[config.mk]
export PLATFORM = sky130hd
export DESIGN_NAME = ir_passage_relay_controller_core
export DESIGN_NICKNAME = d
export VERILOG_FILES = /design/src/rtl/core/iprc_pkg.sv /design/src/rtl/core/ir_passage_relay_controller_core.sv /design/src/rtl/core/iprc_cfg_regs.sv /design/src/rtl/core/iprc_tracker.sv
export SDC_FILE = /design/constraint.sdc
export NUM_CORES = 1
export LEC_CHECK = 0
export ABC_AREA = 1
export BUFFER_PORTS_ARGS = -buffer_cell sky130_fd_sc_hd__buf_2
export CAP_MARGIN = 40
export CORE_MARGIN = 2
export CORE_UTILIZATION = 55
export CTS_BUF_LIST = sky130_fd_sc_hd__clkbuf_4
export CTS_CLUSTER_SIZE = 12
export DETAILED_ROUTE_END_ITERATION = 8
export GPL_TIMING_DRIVEN = 0
export PLACE_DENSITY = 0.81
export SYNTH_ARGS = -nofsm -noshare
export SYNTH_HDL_FRONTEND = slang
export SYNTH_SLANG_ARGS = --single-unit
export TNS_END_PERCENT = 30
[constraint.sdc]
create_clock -name clk -period 4.2 [get_ports clk]
set_clock_uncertainty 0.1 [all_clocks]
set_input_delay 0.84 -clock clk [delete_from_list [all_inputs] [get_ports clk]]
set_output_delay 0.84 -clock clk [all_outputs]
set_load 0.03 [all_outputs]
[src/rtl/core/iprc_pkg.sv]
`timescale 1ns / 1ps
// ----------------------------------------------------------------------------
// iprc_pkg
// Shared types, state codes and register map of the IR passage relay
// controller.
// ----------------------------------------------------------------------------
package iprc_pkg;

	localparam int CFG_IDX_W = 4;

	localparam logic [CFG_IDX_W-1:0] REG_SINGLE_TIMEOUT = CFG_IDX_W'(0);
	localparam logic [CFG_IDX_W-1:0] REG_DUAL_TIMEOUT   = CFG_IDX_W'(1);

	localparam logic [31:0] SINGLE_TIMEOUT_RST = 32'd1000;
	localparam logic [31:0] DUAL_TIMEOUT_RST   = 32'd1000;

	localparam logic [2:0] ST_IDLE         = 3'd0;
	localparam logic [2:0] ST_A_FIRED      = 3'd1;
	localparam logic [2:0] ST_B_FIRED      = 3'd2;
	localparam logic [2:0] ST_WAIT_A_CLEAR = 3'd3;
	localparam logic [2:0] ST_WAIT_B_CLEAR = 3'd4;

	typedef struct packed {
		logic        first_lit_read_a;
		logic        dark_read_a;
		logic        second_lit_read_a;
		logic        first_lit_read_b;
		logic        dark_read_b;
		logic        second_lit_read_b;
		logic        strap_a;
		logic        strap_b;
		logic [31:0] now_ms;
	} req_t;

	typedef struct packed {
		logic       relay_on;
		logic [2:0] fsm_state;
	} rsp_t;

	typedef struct packed {
		logic [31:0] single_timeout;
		logic [31:0] dual_timeout;
	} cfg_t;

	typedef struct packed {
		logic       relay;
		logic [2:0] state;
	} status_t;

	// low, high, low across LED on / off / on
	function automatic logic fired(input logic lit1, input logic dark, input logic lit2);
		return !lit1 && dark && !lit2;
	endfunction

	function automatic logic single_mode(input req_t r);
		return r.strap_a ^ r.strap_b;
	endfunction

endpackage

[src/rtl/core/ir_passage_relay_controller_core.sv]
`timescale 1ns / 1ps
// ----------------------------------------------------------------------------
// ir_passage_relay_controller_core
// IR passage relay controller: one polling pass per request, relay level and
// direction state returned per pass.
//
//   channel  signals                                 direction
//   req      req_valid, req_ready, req_data          in
//   rsp      rsp_valid, rsp_ready, rsp_data          out
//   cfg      cfg_valid, cfg_ready, cfg_index/_data   in
//
// One request per cycle while rsp is not stalled; a request goes from the input
// register to the result register, with the state update between them.
// Reset clears state, relay and both valid flags; timeouts reset to 1000 ms.
// A stalled result holds the request register; ready ripples back from rsp.
// cfg_ready is always high.
// ----------------------------------------------------------------------------
module ir_passage_relay_controller_core
	import iprc_pkg::*;
(
	input  logic                 clk,
	input  logic                 arst_n,
	input  logic                 req_valid,
	output logic                 req_ready,
	input  req_t                 req_data,
	output logic                 rsp_valid,
	input  logic                 rsp_ready,
	output rsp_t                 rsp_data,
	input  logic                 cfg_valid,
	output logic                 cfg_ready,
	input  logic [CFG_IDX_W-1:0] cfg_index,
	input  logic [31:0]          cfg_data
);

	logic    req_valid_s1;
	req_t    req_s1;
	logic    rsp_valid_s2;
	rsp_t    rsp_data_s2;
	logic    adv;
	cfg_t    cfg;
	status_t cur;
	status_t nxt;

	assign adv       = req_valid_s1 && (!rsp_valid_s2 || rsp_ready);
	assign req_ready = !req_valid_s1 || adv;

	iprc_cfg_regs u_cfg (
		.clk       (clk),
		.arst_n    (arst_n),
		.cfg_valid (cfg_valid),
		.cfg_ready (cfg_ready),
		.cfg_index (cfg_index),
		.cfg_data  (cfg_data),
		.cfg       (cfg)
	);

	iprc_tracker u_tracker (
		.clk    (clk),
		.arst_n (arst_n),
		.en     (adv),
		.req    (req_s1),
		.cfg    (cfg),
		.cur    (cur),
		.nxt    (nxt)
	);

	always_ff @(posedge clk or negedge arst_n) begin
		if (!arst_n) begin
			req_valid_s1 <= 1'b0;
		end else if (req_ready) begin
			req_valid_s1 <= req_valid;
		end
	end

	always_ff @(posedge clk) begin
		if (req_ready && req_valid) begin
			req_s1 <= req_data;
		end
	end

	always_ff @(posedge clk or negedge arst_n) begin
		if (!arst_n) begin
			rsp_valid_s2 <= 1'b0;
		end else if (!rsp_valid_s2 || rsp_ready) begin
			rsp_valid_s2 <= req_valid_s1;
		end
	end

	always_ff @(posedge clk) begin
		if (adv) begin
			rsp_data_s2.relay_on  <= nxt.relay;
			rsp_data_s2.fsm_state <= nxt.state;
		end
	end

	assign rsp_valid = rsp_valid_s2;
	assign rsp_data  = rsp_data_s2;

	a_state_tracks_rsp: assert property (@(posedge clk) disable iff (!arst_n)
		adv |=> (cur.state == rsp_data_s2.fsm_state && cur.relay == rsp_data_s2.relay_on))
		else $error("tracker state differs from last result");

	a_single_trigger_relay: assert property (@(posedge clk) disable iff (!arst_n)
		(adv && single_mode(req_s1)
			&& (fired(req_s1.first_lit_read_a, req_s1.dark_read_a, req_s1.second_lit_read_a)
			|| fired(req_s1.first_lit_read_b, req_s1.dark_read_b, req_s1.second_lit_read_b)))
		|=> rsp_data_s2.relay_on)
		else $error("trigger in one-sensor mode left relay off");

	a_dual_pass_through: assert property (@(posedge clk) disable iff (!arst_n)
		(adv && !single_mode(req_s1) && cur.state == ST_A_FIRED
			&& fired(req_s1.first_lit_read_b, req_s1.dark_read_b, req_s1.second_lit_read_b))
		|=> (rsp_data_s2.fsm_state == ST_WAIT_B_CLEAR && !rsp_data_s2.relay_on))
		else $error("A then B pass did not release relay");

	a_state_range: assert property (@(posedge clk) disable iff (!arst_n)
		rsp_valid |-> (rsp_data.fsm_state <= ST_WAIT_B_CLEAR))
		else $error("result carries undefined direction state");

endmodule

[src/rtl/core/iprc_cfg_regs.sv]
`timescale 1ns / 1ps
// ----------------------------------------------------------------------------
// iprc_cfg_regs
// Timeout registers, written through the configuration channel.
// ----------------------------------------------------------------------------
module iprc_cfg_regs
	import iprc_pkg::*;
(
	input  logic                 clk,
	input  logic                 arst_n,
	input  logic                 cfg_valid,
	output logic                 cfg_ready,
	input  logic [CFG_IDX_W-1:0] cfg_index,
	input  logic [31:0]          cfg_data,
	output cfg_t                 cfg
);

	logic [31:0] single_timeout_q;
	logic [31:0] dual_timeout_q;

	assign cfg_ready = 1'b1;

	always_ff @(posedge clk or negedge arst_n) begin
		if (!arst_n) begin
			single_timeout_q <= SINGLE_TIMEOUT_RST;
			dual_timeout_q   <= DUAL_TIMEOUT_RST;
		end else if (cfg_valid) begin
			if (cfg_index == REG_SINGLE_TIMEOUT) begin
				single_timeout_q <= cfg_data;
			end
			if (cfg_index == REG_DUAL_TIMEOUT) begin
				dual_timeout_q <= cfg_data;
			end
		end
	end

	assign cfg.single_timeout = single_timeout_q;
	assign cfg.dual_timeout   = dual_timeout_q;

endmodule

[src/rtl/core/iprc_tracker.sv]
`timescale 1ns / 1ps
// ----------------------------------------------------------------------------
// iprc_tracker
// Relay level, direction machine and trigger timestamp; one pass per enable.
// ----------------------------------------------------------------------------
module iprc_tracker
	import iprc_pkg::*;
(
	input  logic    clk,
	input  logic    arst_n,
	input  logic    en,
	input  req_t    req,
	input  cfg_t    cfg,
	output status_t cur,
	output status_t nxt
);

	logic [2:0]  state_q;
	logic [31:0] last_time_q;
	logic        relay_q;

	logic [2:0]  state_d;
	logic [31:0] last_time_d;
	logic        relay_d;

	logic        sa;
	logic        sb;
	logic        single;
	logic [31:0] limit;
	logic [31:0] elapsed;
	logic        expired;

	assign sa      = fired(req.first_lit_read_a, req.dark_read_a, req.second_lit_read_a);
	assign sb      = fired(req.first_lit_read_b, req.dark_read_b, req.second_lit_read_b);
	assign single  = single_mode(req);
	assign limit   = single ? cfg.single_timeout : cfg.dual_timeout;
	assign elapsed = req.now_ms - last_time_q;
	assign expired = elapsed > limit;

	always_comb begin
		state_d     = state_q;
		last_time_d = last_time_q;
		relay_d     = relay_q;
		if (single) begin
			priority if (sa || sb) begin
				relay_d     = 1'b1;
				last_time_d = req.now_ms;
			end else if (expired) begin
				relay_d = 1'b0;
			end else begin
				relay_d = relay_q;
			end
		end else begin
			unique case (state_q)
				ST_IDLE: begin
					priority if (sb) begin
						state_d = ST_B_FIRED;
					end else if (sa) begin
						state_d = ST_A_FIRED;
					end else begin
						state_d = state_q;
					end
				end
				ST_A_FIRED: begin
					relay_d = 1'b1;
					if (sb) begin
						relay_d     = 1'b0;
						last_time_d = req.now_ms;
						state_d     = ST_WAIT_B_CLEAR;
					end
				end
				ST_B_FIRED: begin
					relay_d = 1'b1;
					if (sa) begin
						relay_d     = 1'b0;
						last_time_d = req.now_ms;
						state_d     = ST_WAIT_A_CLEAR;
					end
				end
				ST_WAIT_A_CLEAR: begin
					priority if (sa) begin
						last_time_d = req.now_ms;
					end else if (expired) begin
						state_d = ST_IDLE;
					end else begin
						state_d = state_q;
					end
				end
				ST_WAIT_B_CLEAR: begin
					priority if (sb) begin
						last_time_d = req.now_ms;
					end else if (expired) begin
						state_d = ST_IDLE;
					end else begin
						state_d = state_q;
					end
				end
				default: begin
					state_d = ST_IDLE;
				end
			endcase
		end
	end

	always_ff @(posedge clk or negedge arst_n) begin
		if (!arst_n) begin
			state_q     <= ST_IDLE;
			last_time_q <= 32'd0;
			relay_q     <= 1'b0;
		end else if (en) begin
			state_q     <= state_d;
			last_time_q <= last_time_d;
			relay_q     <= relay_d;
		end
	end

	assign cur.relay = relay_q;
	assign cur.state = state_q;
	assign nxt.relay = relay_d;
	assign nxt.state = state_d;

endmodule

Yosys cells after proc, flatten, opt, wreduce, memory -nomap -nowiden

Index checks and enable logic that the tools add are counted.

Flip-flop bits (word level): 146
Word-level logic and storage cells: 73
Bits of input ports: 81

Bitwise gates (word level): 1
$lt $le $gt $ge: 1
Reductions and logical operators: 23
Eq/ne operators: 8
Add/sub/neg operators: 1
Muxes and demuxes: 21

Operator list:

| operator                                                                | number |
|---|---|
| 32-bit two-way mux                                                      | 5 |
| 32-bit case mux with 2 select lines                                     | 1 |
| 32-bit > comparator                                                     | 1 |
| 32-bit subtractor                                                       | 1 |
| 3-bit two-way mux                                                       | 8 |
| 3-bit case mux with 5 select lines                                      | 1 |
| 3-bit by 2-bit == test with 1-bit output, second input constant         | 2 |
| 1-bit logical AND                                                       | 6 |
| 1-bit zero test                                                         | 6 |
| 3-bit by 1-bit inequality test with 1-bit output, second input constant | 2 |
| 1-bit two-way mux                                                       | 5 |
| 5-bit AND reduction                                                     | 1 |
| 4-bit by 1-bit == test with 1-bit output, second input constant         | 1 |
| 4-bit zero test                                                         | 1 |
| 2-bit AND reduction                                                     | 2 |
| 2-bit OR reduction                                                      | 2 |
| 3-bit by 1-bit == test with 1-bit output, second input constant         | 1 |
| 3-bit == test, second input constant                                    | 1 |
| 3-bit zero test                                                         | 1 |
| 1-bit logical OR                                                        | 3 |
| 3-bit nonzero test                                                      | 1 |
| 2-bit inequality test, second input constant                            | 1 |
| 1-bit case mux with 2 select lines                                      | 1 |
| 1-bit bitwise XOR                                                       | 1 |

Logic depth before layout (Yosys ltp)

Depth after elaboration: 7
Gate-level depth with buffers: 32
Depth with buffers taken out: 32

Modules after synthesis

From an unflattened synthesis, not the netlist that was laid out.

Cell total of the unflattened synthesis: 973
Area total of the unflattened synthesis: 8704.6 um^2

By module, submodules not included:

| module                           | area an instance (um^2) | times used | cells each | sequential area each (um^2) |
|---|---|---|---|---|
| iprc_tracker                     | 4483.0                  | 1          | 624        | 900.9 |
| iprc_cfg_regs                    | 2805.2                  | 1          | 293        | 1616.6 |
| ir_passage_relay_controller_core | 1416.4                  | 1          | 56         | 1371.3 |

Worst setup path after synthesis

No wires, ideal clock.

Kind: reg-to-reg
From: reg req_s1[0] (netlist name)
To: reg rsp_data_s2 (netlist bit rsp_data[2]), data pin
Required time: 3.829 ns
Period minus slack after synthesis: 3.498 ns
Arrival time: 3.126 ns
Path slack: 0.702 ns
Stages on the path, launching flop included: 29
Buffers on the path: 0
Cells stage by stage: edfxtp_1 -> inv_1 -> ha_1 -> inv_1 -> fa_1 -> nand3_1 -> nand3_1 -> a21oi_1 -> o21ai_2 -> a21oi_1 -> inv_1 -> nand2_1 -> nand2_1 -> nand3_1 -> nand2_1 -> nand2_1 -> nand2_1 -> ha_1 -> nand2_1 -> nor2_1 -> nand4_1 -> nor2_1 -> nand2_1 -> nand2_1 -> nand2_1 -> nand2_1 -> nand2_1 -> nand2_1 -> o21ai_0

RTL lines:

| what                   | RTL line                               | RTL |
|---|---|---|
| from (decl)            | ir_passage_relay_controller_core.sv:36 | `req_t req_s1;` |
| from (signal assigned) | ir_passage_relay_controller_core.sv:77 | `req_s1 <= req_data;` |
| to (decl)              | ir_passage_relay_controller_core.sv:38 | `rsp_t rsp_data_s2;` |

==> out/metrics.csv <==
stage;metric;value;unit
job;number of max-cap violations;0;
cells_and_area;proportion of layout cells with a drive suffix above 1;0.2140;
grt;via count of the first global-routing pass;6644;
die;die outline width;128.6;um
min_path;worst min-delay path category;primary input to async pin;
drt;average detailed-routed wire length per instance;14.05;um
synthesis;post-synthesis share of cell area spent on xor and xnor gates;0.02566;
synthesis;cell taking the most area after synthesis;dfrtp_1;
clock_tree;clock buffer count from CTS;17;
sta;period utilization;0.9145;
synthesis;nets in the synthesized netlist;1113;
synthesis;most area-consuming cells after synthesis;dfrtp_1, edfxtp_1, nand2_1;
pwr;total power density per cell area;667.5;nW/um^2
synthesis;area share of and/or/nand/nor cells after synthesis;0.1609;
synthesis;sequential share of the synthesized area;0.4558;
cells_and_area;footprint of the flip-flops and latches;3889;um^2
clock_tree;clock transition at the registers of the reported paths;140;ps
clock_tree;clock tree sinks;146;
die;die boundary height;128.6;um
die;boundary pin count;88;
critical_path;endpoint type of the worst setup path;flop;
sta;clock period minus final worst setup slack;3841;ps
die;Initial Util;0.5612;
cells_and_area;diode count;0;
cells_and_area;area of combinational cells with multiple inputs;3956;um^2
synthesis;cells after synthesis;968;
cells_and_area;FILL cells;1315;
synthesis;post-synth cell types;42;
drt;routed wire length;17.95;mm
place;post-DP HPWL;13.72;mm
clock_tree;buffer cell driving the clock tree root;clkbuf_4;
cells_and_area;Layout area overhead;12.10;%
sta;highest attainable clock frequency;0.2603;GHz
clock_tree;CTS H-Tree Depth;4;
sta;remaining max-slew budget at the tightest pin;0.4394;
pwr;Peak supply drop;432.1;uV
synthesis;adder and majority gate portion of the synthesized area;0.09474;
synthesis;Seq cells post-synth;146;
drt;total number of vias;6717;
sta;final-layout worst hold slack;232.1;ps
sta;pins over their slew limit;0;
clock_tree;maximum clock path buffer count;2;
drt;via count normalized by instance count;5.260;
die;Die Footprint;16530;um^2
drt;DRC violation count after routing;0;
clock_tree;Clk Latency, worst-skew pair;560;ps
sta;number of setup violations in the final report;0;
critical_path;CP Launch Type;flop;
drt;Antenna Nets Post-Route;0;
sta;final setup TNS;0;ps
pwr;leakage dissipation;4.827;nW
grt;overflow left after global routing;0;
cells_and_area;layout net count;1221;
synthesis;synthesis warning total;0;
place;Port Buf Inserts;86;
die;total core area;15200;um^2
place;final weighted congestion of routability-driven global placement;0.8706;
synthesis;post-synth top area share;0.2640;
synthesis;average size of a mapped cell;8.814;um^2
synthesis;netlist area before placement;8532;um^2
synthesis;dominant combinational cell family by area after synthesis;simple AND/OR/NAND/NOR gates;
critical_path;CP max FO;4;
drt;initial DRC count;431;
critical_path;data required time at the worst endpoint;4610;ps
synthesis;Compound-Gate Fraction of Synth Area;0.1389;
drt;DRT Pass-1 Iters;8;
grt;global routing usage summed across all routing layers;0.2347;
grt;initial antenna violation count;0;
clock_tree;TritonCTS clock tree;yes;
die;std cell rows;45;
synthesis;proportion of synthesized area in mux cells;0.03637;
critical_path;type of the worst setup path;flop to flop;
grt;pin count of the biggest net entering global routing;59;
critical_path;endpoint arrival time on the critical path;4250;ps
sta;Final Hold Fails;0;
run_status;status;completed;
grt;wire length of the first global-routing pass;30.65;mm
sta;Worst Tran Pin Value;840.9;ps
## placed cells by master (no fill, tap or decap), drive strengths merged
master,instances
a211o,1
a211oi,2
a21boi,2
a21o,4
a21oi,49
a22oi,1
a31oi,8
buf,102
bufinv,1
clkbuf,29
clkinv,3
clkinvlp,1
conb,1
dfrtp,90
dfstp,12
edfxtp,44
fa,1
ha,63
inv,165
mux2i,31
nand2,248
nand3,17
nand3b,1
nand4,6
nor2,39
nor3,13
nor4,1
o2111ai,1
o211ai,1
o21a,5
o21ai,114
o21bai,5
o221ai,2
or2,1
xnor2,9
xor2,16
## routing by layer
| layer | track usage | part of all wire | up-vias |
|---|---|---|---|
| met4 | 0.08184 | 0.025 | 0 |
| met1 | 0.2888 | 0.44 | 3135 |
| met2 | 0.4105 | 0.49 | 164 |
| li1 | - | - | 3387 |
| met5 | 0 | 0 | - |
| met3 | 0.05031 | 0.048 | 31 |
## worst max-delay path: stages, from the launching register on
cell and delay [ps]:
edfxtp_1 440, ha_1 370, a21oi_1 170, nand2_1 110, a21oi_1 260, o21ai_2 130, a21oi_1 230, o21bai_1 140
nand2_1 110, nand2_1 60, nand2_1 60, nand2_1 70, ha_1 300, nand2_1 60, nor2_2 120, nand4_1 110
nor2_2 160, nand4_1 220, nand3_1 150, nand2_1 90, nand2_1 70, nand2_1 50, nand2_1 90, nand2_1 60
nand2_1 70
## worst paths after layout
path / cells after the start / slack, ps / endpoint / startpoint
setup / recovery: 24 / 360 / u_tracker.state_q[0]$_DFFE_PN0P_ / req_s1[2]$_DFFE_PP_
hold / removal: 1 / 230 / u_tracker.last_time_q[22]$_DFFE_PN0P_ / arst_n
setup reg to reg: 24 / 360 / u_tracker.state_q[0]$_DFFE_PN0P_ / req_s1[2]$_DFFE_PP_
hold reg to reg: 2 / 400 / u_tracker.last_time_q[17]$_DFFE_PN0P_ / u_tracker.last_time_q[17]$_DFFE_PN0P_
max in group asynchronous: 2 / 2990 / u_cfg.dual_timeout_q[9]$_DFFE_PN1P_ / arst_n
min in group clk: 1 / 330 / req_s1[22]$_DFFE_PP_ / req_data[22]
## repair_timing
item                                    CTS  global route
buffers inserted                          0             2
hold buffers                              0             0
endpoints found under the setup margin    0             8
gates resized for setup                   0            18
## stage by stage
stage                     setup WS [ps]  utilization  power (W)  cells  cell area [um^2]
after floorplan                   702.4            -   0.004663    968              8532
after global placement            185.4       0.6050   0.005258   1242              9198
after detailed placement          156.9       0.6065   0.005409   1243              9220
after CTS                         119.9       0.6244   0.006300   1275              9492
after global routing             -20.99       0.6291   0.007084   1277              9564
final                             358.9       0.6291   0.006384   1277              9564
## flip-flops by register name (all words and copies together), names as in the netlist
name and cells:
rsp_data 4, u_cfg.single_timeout_q 32, rsp_valid 1, u_cfg.dual_timeout_q 32, u_tracker.relay_q 1, req_s1 40
u_tracker.last_time_q 32, req_valid_s1 1, u_tracker.state_q 3
## logic make-up after synthesis
| group | after synthesis |
|---|---|
| and+or+nand+nor | 326 |
| AOI/OAI and AO/OA | 195 |
| buffers and inverters | 180 |
| DFF | 146 |
| adders and majority gates | 64 |
| muxes | 31 |
| xor gates and xnor gates | 25 |
| other | 1 |
## power by group
group | internal, W | switching, W | total, W
clock network | 0.000311 | 0.000563 | 0.000875
registers | 0.00183 | 0.000211 | 0.00204
logic | 0.00142 | 0.00204 | 0.00347
total | 0.00357 | 0.00282 | 0.00638
## cell usage after synthesis (all sizes together)
master	count
o21a	5
fa	1
a21oi	49
o211ai	1
nand4	6
a31oi	8
dfstp	12
inv	155
nor2	39
o221ai	2
conb	1
a21o	4
nand3b	1
mux2i	31
a211o	1
ha	63
or2	1
o21bai	5
xnor2	9
o21ai	114
a22oi	1
clkbuf	12
nor3	13
nand2	248
edfxtp	44
o2111ai	1
a21boi	2
dfrtp	90
xor2	16
buf	13
nor4	1
a211oi	2
nand3	17
## layout make-up
type                    instances  share of cell area
multi-input cells             642              0.4137
flip-flops and latches        146              0.4066
repair buffers                 89             0.04893
clock buffers                  17             0.01334
well taps                     188             0.02459
plain buffers                  25             0.01701
inverters                     155             0.06083
clock inverters                15             0.01504
No activity file was read; power rests on OpenSTA's default activity.
